File: src/rtl/dda_pkg.sv
// Package: constants, types and state encoding for the grid raycaster.
`timescale 1ns / 1ps
`default_nettype none
package dda_pkg;
  localparam int MAP_SIZE_D  = 64;
  localparam int TEX_WIDTH_D = 64;
  localparam int MAX_STEPS_D = 128;
  localparam int FRAC_BITS_D = 16;

  localparam logic [7:0] EMPTY_CODE = 8'd48;

  localparam logic [2:0] REG_POS_X   = 3'd0;
  localparam logic [2:0] REG_POS_Y   = 3'd1;
  localparam logic [2:0] REG_DIR_X   = 3'd2;
  localparam logic [2:0] REG_DIR_Y   = 3'd3;
  localparam logic [2:0] REG_PLANE_X = 3'd4;
  localparam logic [2:0] REG_PLANE_Y = 3'd5;
  localparam logic [2:0] REG_SCR_W   = 3'd6;
  localparam logic [2:0] REG_SCR_H   = 3'd7;

  typedef enum logic [3:0] {
    ST_IDLE,
    ST_CAM_DIV,
    ST_RAY,
    ST_DX_DIV,
    ST_DY_DIV,
    ST_SIDE,
    ST_STEP,
    ST_CHECK,
    ST_LH_DIV,
    ST_TEX,
    ST_DONE
  } dda_state_t;

  // Divider control handed between the sequencer and the divider.
  typedef struct packed {
    logic        start;
    logic [63:0] num;
    logic [63:0] den;
  } dda_div_req_t;

  typedef struct packed {
    logic        busy;
    logic        done;
    logic [63:0] quot;
  } dda_div_rsp_t;
endpackage
`default_nettype wire

File: src/rtl/dda_div.sv
// Radix-2 restoring divider, one quotient bit per cycle.
`timescale 1ns / 1ps
`default_nettype none
module dda_div
  import dda_pkg::*;
(
  input  wire logic         clk,
  input  wire logic         rst_n,
  input  wire dda_div_req_t req,
  output dda_div_rsp_t      rsp
);
  logic [63:0] rem_r, rem_nxt, quo_r, quo_nxt, den_r, den_nxt;
  logic [6:0]  cnt_r, cnt_nxt;
  logic        busy_r, busy_nxt, done_r, done_nxt;
  logic [64:0] trial;

  always_comb begin
    rem_nxt  = rem_r;
    quo_nxt  = quo_r;
    den_nxt  = den_r;
    cnt_nxt  = cnt_r;
    busy_nxt = busy_r;
    done_nxt = 1'b0;
    trial    = {rem_r, quo_r[63]} - {1'b0, den_r};
    if (req.start) begin
      rem_nxt  = '0;
      quo_nxt  = req.num;
      den_nxt  = req.den;
      cnt_nxt  = 7'd0;
      busy_nxt = 1'b1;
    end else if (busy_r) begin
      // shift in one numerator bit, keep the difference when it fits
      if (!trial[64]) begin
        rem_nxt = trial[63:0];
        quo_nxt = {quo_r[62:0], 1'b1};
      end else begin
        rem_nxt = {rem_r[62:0], quo_r[63]};
        quo_nxt = {quo_r[62:0], 1'b0};
      end
      cnt_nxt = cnt_r + 7'd1;
      if (cnt_r == 7'd63) begin
        busy_nxt = 1'b0;
        done_nxt = 1'b1;
      end
    end
  end

  always_ff @(posedge clk) begin
    if (!rst_n) begin
      busy_r <= 1'b0;
      done_r <= 1'b0;
      cnt_r  <= '0;
    end else begin
      busy_r <= busy_nxt;
      done_r <= done_nxt;
      cnt_r  <= cnt_nxt;
    end
    rem_r <= rem_nxt;
    quo_r <= quo_nxt;
    den_r <= den_nxt;
  end

  assign rsp.busy = busy_r;
  assign rsp.done = done_r;
  assign rsp.quot = quo_r;
endmodule
`default_nettype wire

File: config.mk
export PLATFORM = sky130hd
export DESIGN_NAME = dda_div
export DESIGN_NICKNAME = d
export VERILOG_FILES = /design/src/rtl/dda_pkg.sv /design/src/rtl/dda_div.sv
export SDC_FILE = /design/constraint.sdc
export NUM_CORES = 1
export LEC_CHECK = 0
export BUFFER_PORTS_ARGS = -buffer_cell sky130_fd_sc_hd__buf_2
export CAP_MARGIN = 40
export CORE_ASPECT_RATIO = 0.8
export CORE_MARGIN = 8
export CORE_UTILIZATION = 51
export CTS_CLUSTER_DIAMETER = 80
export CTS_CLUSTER_SIZE = 8
export DETAILED_ROUTE_END_ITERATION = 12
export HOLD_SLACK_MARGIN = 0.12
export PLACE_DENSITY = 0.88
export SLEW_MARGIN = 5
export SYNTH_ARGS = -nofsm -noshare
export SYNTH_HDL_FRONTEND = slang
export SYNTH_SLANG_ARGS = --single-unit
File: constraint.sdc
create_clock -name clk -period 3 [get_ports clk]
set_input_delay 0.3 -clock clk [delete_from_list [all_inputs] [get_ports clk]]
set_output_delay 0.3 -clock clk [all_outputs]
set_load 0.02 [all_outputs]
==> run metrics, run 1 <==
vias in the first global route=around 12000; Worst Min Path Start=req[98]; syn_nets=between 1000 and 1500; internal power=between 6 and 7 mW; Post-synth EDFFs=128; Met3 Routed Length=approximately 3.4 mm; synth top area cells=edfxtp_1 (32%), dfxtp_1 (12%), ha_1 (6.8%); CTS root buf=clkbuf_16; CP cell instances=ha_2, fa_2, nand2b_4, a21oi_4, buf_6, o2111ai_4, a211oi_2, nor2_2, o31ai_4, o221ai_4, xnor2_4, buf_12, buf_12, buf_8, nand2b_4, a311oi_1; FF+latch count, synth=201; worst setup path class=flip-flop to flip-flop; total number of vias=11490; DRT iter0 DRCs=972; ratio of final minimum period to clock period=1.109; I/O Pins=approximately 200; final setup violating endpoints=between 60 and 70; CP peak stage delay=between 0.3 and 0.4 ns; Slew Viols, Final=0; Post-DP Area=around 15000 um^2; hold depth=2; Sw Pwr=a little under 3 mW; met1 WL=between 15 and 20 mm; GPL Wtd Cong=around 0.96; Min-Delay Endpoint=quo_r[34]; Post-synth top flop=edfxtp_1; 1st-pass router iterations=6; r2r startpoint=den_r[0]; clock-pin slew on the worst setup and hold paths=0.06 ns; met2 routed WL=17.90 mm; total grt overflow=0; reg2reg setup slack=-0.33 ns; Die ar.=roughly 29000 um^2; first-pass GRT wire length=60.04 mm; worst-margin pin slew=0.7857 ns; sequential share of power=0.359; largest net degree at the start of global routing=75; chip height=about 150 um; status=finished with violations; port bufs=between 150 and 200; sw frac=0.3141; most frequent cells in the layout=buf_2 (195), buf_4 (162), edfxtp_1 (128), dlygate4sd3_1 (128), nor2_1 (113); total power=~9.4 mW; initial antenna violation count=3; Worst Reg2Reg Path Length in Cells=16; critical path endpoint category=flip-flop; setup ws final=-0.3262 ns; post-route cell area=approximately 17000 um^2; share of post-route cells with drive strength above 1=0.3016; clk_skew=approximately 0.03 ns; hold crit path type=input pin to flip-flop; RSZ-0062 raised after global routing=true; Rows=50; top cell type's share of synthesized area=0.3199; fin crit period=between 3 and 4 ns; DRT antenna net count=0; ys async rst share=0; Final Hold Fails=0; Comb pwr share=0.316; detailed-placement wirelength estimate=between 20 and 30 mm; Syn Std Cell Area=12020 um^2; deepest clock path buffer count=3; Yosys cell types=between 60 and 70; chip width=between 150 and 200 um; most common cell after layout, fill and taps aside=buf_2; gr usage total=0.2506; CTS Buf Count=29; Max H-tree Level=1; nets=approximately 1900; PD cells=between 500 and 600 nW/um^2; Slew HR=0.4756; slowest stage cell, crit path=edfxtp_1; clock network fraction of design power=0.324; Crit Path Max Fanout=7; Max Fclk=around 0.30 GHz; Fill cells=1609; top sig layer=met4; number of max-cap violations=0; leakage power=about 7.3 nW; Finished Core Util=0.7286; DR vias/cell=around 5.7; final wirelength=roughly 38 mm; clock sink total=201; Setup TNS Final=-16.44 ns; reg-to-reg endpoint=rem_r[55]; core area=about 23000 um^2; peak supply drop=between 400 and 500 uV; drt drc=0; Critical Path RT=roughly 3.5 ns; Syn Inst Count=1205; worst skew pair latency=approximately 0.56 ns; Routed wire per std cell=approximately 19 um; post-synthesis sequential area ratio=0.4415; YS warnings=0; syn_area_per_cell=9.972 um^2; Area Overhead vs Synth=41.11%; Worst setup SP type=flip-flop; WP data arrival=approximately 3.8 ns; initial core utilization=0.5163; largest area contributor in the netlist=edfxtp_1; TritonCTS clock tree=done; failing checks=setup timing
[how the worst max path moves through the flow]
stage          startpoint   endpoint  slack (ns)  depth (start not counted)
6_report         den_r[0]  rem_r[55]       -0.33                         16
5_1_grt          den_r[0]  rem_r[51]       -0.51                         15
4_1_cts         quo_r[63]  rem_r[20]       -0.28                         17
3_5_place_dp    quo_r[63]  rem_r[52]       -0.39                         16
3_3_place_gp    quo_r[63]  rem_r[36]       -0.26                         16
2_1_floorplan   quo_r[63]  rem_r[53]       -0.24                         15
[synth_stat cells (7+ instances only)]
library cell	n
edfxtp_1	128
nor2_1	113
a21oi_1	91
inv_1	80
nand2_1	75
dfxtp_1	73
ha_1	65
mux2_2	64
a211oi_1	56
mux2i_1	55
o21ai_0	44
clkbuf_1	40
xnor2_1	40
nand4_1	22
nor3_1	19
xor2_1	19
nand3_1	18
o21bai_1	17
a21o_1	16
o21a_1	13
nand2b_1	11
a31oi_1	10
and3_1	10
buf_4	9
o31ai_1	8
a311oi_1	7
and2_1	7
buf_2	7
or3_1	7
[cell families after synthesis]
family	Yosys count	share of synthesized area
AO/OA/AOI/OAI	308	0.1708
buffers and inverters	140	0.04727
AND/OR/NAND/NOR	311	0.1210
adder cells (fa/ha/maj)	66	0.06935
XOR/XNOR	60	0.04436
flip-flops	201	0.4415
multiplexers	119	0.1058
[metrics by stage]
stage	std cells	setup slack, ns	hold WS (ns)
after floorplan	1205	-0.2427	0.3989
after global placement	1817	-0.2647	0.4601
after detailed placement	1817	-0.3863	0.4784
after CTS	2007	-0.2848	0.1499
after global routing	2015	-0.5133	0.1791
final	2015	-0.3262	0.2045
[per-layer routing]
layer / up-vias / global-route usage
met3: 97 / 0.06548
met5: - / 0
met4: 0 / 0.08502
met2: 581 / 0.4153
met1: 5415 / 0.3133
li1: 5400 / -
[registers in the layout, indices dropped and copies added (netlist names)]
signal	cells
cnt_r	7
done_r	1
busy_r	1
quo_r	64
rem_r	64
den_r	64
[power groups by stage]
stage                     sequential [mW]  clock, mW  combinational (mW)
after floorplan                      3.51          0                1.52
after global placement               3.41          0                2.54
after detailed placement             3.42          0                2.62
after CTS                            3.38       3.10                2.85
after global routing                 3.41       3.24                3.20
final                                3.39       3.06                2.98
[repair_timing]
item | 4_1_cts | 5_1_grt
setup buffers | 7 | 8
hold endpoints to repair | 128 | 0
hold buffers | 128 | 0
cloned | 2 | 1
pin swaps | 27 | 20
resized for setup | 19 | 26
endpoints found under the setup margin | 65 | 65
[layout make-up]
| class | count | area [um^2] | area share |
|---|---|---|---|
| clock inverters | 2 | 28.78 | 0.001697 |
| diodes | 2 | 5.005 | 0.0002952 |
| well taps | 312 | 390.4 | 0.02302 |
| inverters | 80 | 300.3 | 0.01771 |
| clock buffers | 51 | 808.3 | 0.04767 |
| multi-input cells | 864 | 6335 | 0.3736 |
| flip-flops and latches | 201 | 5309 | 0.3131 |
| repair buffers | 503 | 3780 | 0.2229 |
[critical path, delay by kind of cell, from the launching register on]
kind / cells / cell delay [ns]
AO/OA/AOI/OAI: 6 / 1.20
adder cells (fa/ha/maj): 2 / 0.56
buffers and inverters: 4 / 0.56
flip-flops: 1 / 0.39
AND/OR/NAND/NOR: 3 / 0.37
XOR/XNOR: 1 / 0.19
(Power assumes the default switching activity.)
==> run 2, diff against run 1 <==
ABC_AREA = 1   (was not set)
PLACE_DENSITY = 0.87   (was 0.88)
==> run 2 against run 1 <==
The flow now finishes without violations. Synthesized cell count grew 90%. Final area up 7.1%. Utilization is 8.5 points lower. Flip-flop and latch count is the same. Critical path depth fell by 1. Clock skew grew 0.0019 ns. Non-clock buffer count is 162 lower. Worst setup slack gained 0.50 ns. Final cell count grew 50%.
==> run metrics, run 2 <==
core area=28210 um^2 (was 23270 um^2); final wirelength=51.03 mm (was 38.31 mm); Rows=55 (was 50); post-synthesis sequential area ratio=0.3641 (was 0.4415); clk_skew=0.03271 ns (was 0.03083 ns); crit path launch=den_r[46] (was den_r[0]); xor/xnor share of the synthesized area=0.01863 (was 0.04436); Placed Cells=2831 (was 1817); Slew Viols, Final=0 (unchanged); 1st-pass router iterations=7 (was 6); Worst Min Path Start=req[128] (was req[98]); Area Overhead vs Synth=24.68% (was 41.11%); Post-Synth Adder-Cell Area=0.05719 (was 0.06935); largest area contributor in the netlist=nand2_1 (was edfxtp_1); Yosys cell types=36 (was 66); worst-margin pin slew=0.7639 ns (was 0.7857 ns); critical path endpoint category=flip-flop (unchanged); post-synthesis simple-gate area fraction=0.3861 (was 0.1210); ANT cells=0 (was 2); leakage power=10.24 nW (was 7.318 nW); CTS root buf=clkbuf_16 (unchanged); I/O Pins=197 (unchanged); most common cell after layout, fill and taps aside=nand2_1 (was buf_2); CTS Buf Count=29 (unchanged); post-route cell area=18170 um^2 (was 16960 um^2); clock-pin slew on the worst setup and hold paths=0.05 ns (was 0.06 ns); DRT antenna net count=0 (unchanged); syn_nets=2492 (was 1402); chip width=205.0 um (was 187.6 um); DR vias/cell=5.173 (was 5.704); TritonCTS clock tree=done (unchanged); detailed-placement wirelength estimate=35.69 mm (was 25.77 mm); number of max-cap violations=0 (unchanged); DRT iter0 DRCs=1704 (was 972); Fill cells=2448 (was 1609); met3 Use GR=0.06519 (was 0.06548); Syn Std Cell Area=14570 um^2 (was 12020 um^2); Non-Filler Instances=3017 (was 2015); initial antenna violation count=0 (was 3); YS warnings=0 (unchanged); met2 usage=0.4416 (was 0.4153); FF+latch count, synth=201 (unchanged); PD cells=411.7 nW/um^2 (was 556.1 nW/um^2); fin crit period=2.830 ns (was 3.326 ns); met1 Use GR=0.3887 (was 0.3133); Critical Path RT=3.47 ns (about the same); ratio of final minimum period to clock period=0.9433 (was 1.109); initial core utilization=0.5164 (was 0.5163); r2r startpoint=den_r[46] (was den_r[0]); share of post-route cells with drive strength above 1=0.1175 (was 0.3016); largest net degree at the start of global routing=90 (was 75); Crit Path Max Fanout=16 (was 7); GR peak layer=met2 (unchanged); Worst setup SP type=flip-flop (unchanged); top cell type's share of synthesized area=0.2687 (was 0.3199); syn_area_per_cell=6.349 um^2 (was 9.972 um^2); Die ar.=34270 um^2 (was 28760 um^2); first-pass GRT wire length=78.89 mm (was 60.04 mm); Syn Inst Count=2295 (was 1205); hold crit path type=input pin to flip-flop (unchanged); Final Hold Fails=0 (unchanged); deepest clock path buffer count=3 (unchanged); Setup TNS Final=0 ns (was -16.44 ns); Post CTS Setup Buffer Count=0 (was 7); post-synthesis mux area share=0 (was 0.1058); worst setup path class=flip-flop to flip-flop (unchanged); WP data arrival=3.30 ns (was 3.80 ns); Slew HR=0.4908 (was 0.4756); largest family of logic cells by synthesized area=simple AND/OR/NAND/NOR gates (was compound AO/OA/AOI/OAI gates); status=finished clean (was finished with violations); Largest regs=den_r (64), quo_r (64), rem_r (64) (unchanged); drt drc=0 (unchanged); GPL Wtd Cong=1.041 (was 0.9600); Routed wire per std cell=16.92 um (was 19.01 um); final setup violating endpoints=0 (was 65); Post-synth top flop=edfxtp_1 (unchanged); gr usage total=0.2846 (was 0.2506); total grt overflow=0 (unchanged); most frequent cells in the layout=nand2_1 (1043), inv_1 (499), buf_2 (195) (was buf_2 (195), buf_4 (162), edfxtp_1 (128), dlygate4sd3_1 (128), nor2_1 (113)); RSZ-0062 raised after global routing=false (was true); ys async rst share=0 (unchanged); port bufs=196 (unchanged); Max Fclk=0.3534 GHz (was 0.3006 GHz); total number of vias=15610 (was 11490); Max H-tree Level=1 (unchanged); Post-DP Area=15890 um^2 (was 14500 um^2); Finished Core Util=0.6439 (was 0.7286); chip height=167.2 um (was 153.3 um); vias in the first global route=14960 (was 11690); clock sink total=201 (unchanged); synth top area cells=nand2_1 (27%), edfxtp_1 (26%), inv_1 (13%) (was edfxtp_1 (32%), dfxtp_1 (12%), ha_1 (6.8%)); most common cell in the synthesized netlist=nand2_1 (was edfxtp_1); nets=2822 (was 1876); Post-synth EDFFs=128 (unchanged); compound-gate portion of the synthesized area=0.02430 (was 0.1708); peak supply drop=499.4 uV (was 449.6 uV); worst skew pair latency=0.59 ns (was 0.56 ns); Post-synth top cells=nand2_1 (1043), inv_1 (501), nand3_1 (131) (was edfxtp_1 (128), nor2_1 (113), a21oi_1 (91))
[run 2: changes by cell type after synthesis, sizes merged, moves of 16 or more]
| cell | change |
|---|---|
| a211oi | -57 |
| a21o | -16 |
| a21oi | -40 |
| inv | +425 |
| mux2 | -64 |
| mux2i | -55 |
| nand2 | +1013 |
| nand3 | +114 |
| o21ai | -31 |
| o21bai | -16 |
| xnor2 | -17 |
[run 2: worst max-delay path: stages (launching register included)]
cell,delay (ns)
edfxtp_1,0.35
inv_1,0.13
ha_1,0.36
nand2_1,0.19
inv_1,0.07
a21oi_1,0.21
nand2_1,0.11
inv_1,0.06
nand2_1,0.09
a21oi_2,0.33
nand3_4,0.22
nand2_8,0.16
clkbuf_16,0.20
nand2_1,0.09
nand3_1,0.09
nand2_1,0.06
[run 2: layout make-up]
cell class                      count  area, um^2  area share
Clock inverter                      2       28.78    0.001584
Sequential cell                   201        5305      0.2920
Inverter                          506        1899      0.1046
Multi-Input combinational cell   1546        7132      0.3926
Tap cell                          370       462.9     0.02548
Clock buffer                       51       808.3     0.04449
Timing Repair Buffer              341        2530      0.1393
[run 2: report_power, final]
part	leakage [nW]	internal [mW]	switching (mW)
clock network	0.397	1.81	1.28
logic	7.97	0.422	0.731
registers	1.87	3.14	0.0969
total	10.2	5.37	2.10
[run 2: metrics by stage]
stage | worst slack (ns) | power, mW | hold slack, ns
6_report | 0.1701 | 7.479 | 0.1872
5_1_grt | 0.01849 | 7.749 | 0.1729
4_1_cts | 0.1310 | 7.445 | 0.1583
3_5_place_dp | 0.1251 | 4.242 | 0.4622
3_3_place_gp | 0.2896 | 4.222 | 0.4597
2_1_floorplan | 0.3488 | 3.846 | 0.3989
[run 2: timing repair]
item,4_1_cts,5_1_grt
endpoints found under the hold margin,129,0
setup endpoints to repair,0,63
resized for setup,0,13
hold buffers,129,0
[run 2: worst paths after layout]
check                                 end  slack [ns]  cells past startpoint
worst max-delay path            rem_r[16]        0.17                     15
worst min-delay path            den_r[22]        0.19                      1
worst max register to register  rem_r[16]        0.17                     15
worst min register to register   rem_r[9]        0.47                      2
[run 2: logic make-up (layout without fill, tap and decap cells)]
logic type / after synthesis / in the layout
AND/OR/NAND/NOR: 1380 / 1380
buffers and inverters: 548 / 900
flip-flops: 201 / 201
AO/OA/AOI/OAI: 69 / 69
adder cells (fa/ha/maj): 66 / 66
XOR/XNOR: 31 / 31
[run 2: routing by layer]
metal / wire [um] / part of all wire
met2: 21690 / 0.43
met3: 6107 / 0.12
met4: 1751 / 0.034
met5: 0 / 0
met1: 21480 / 0.42
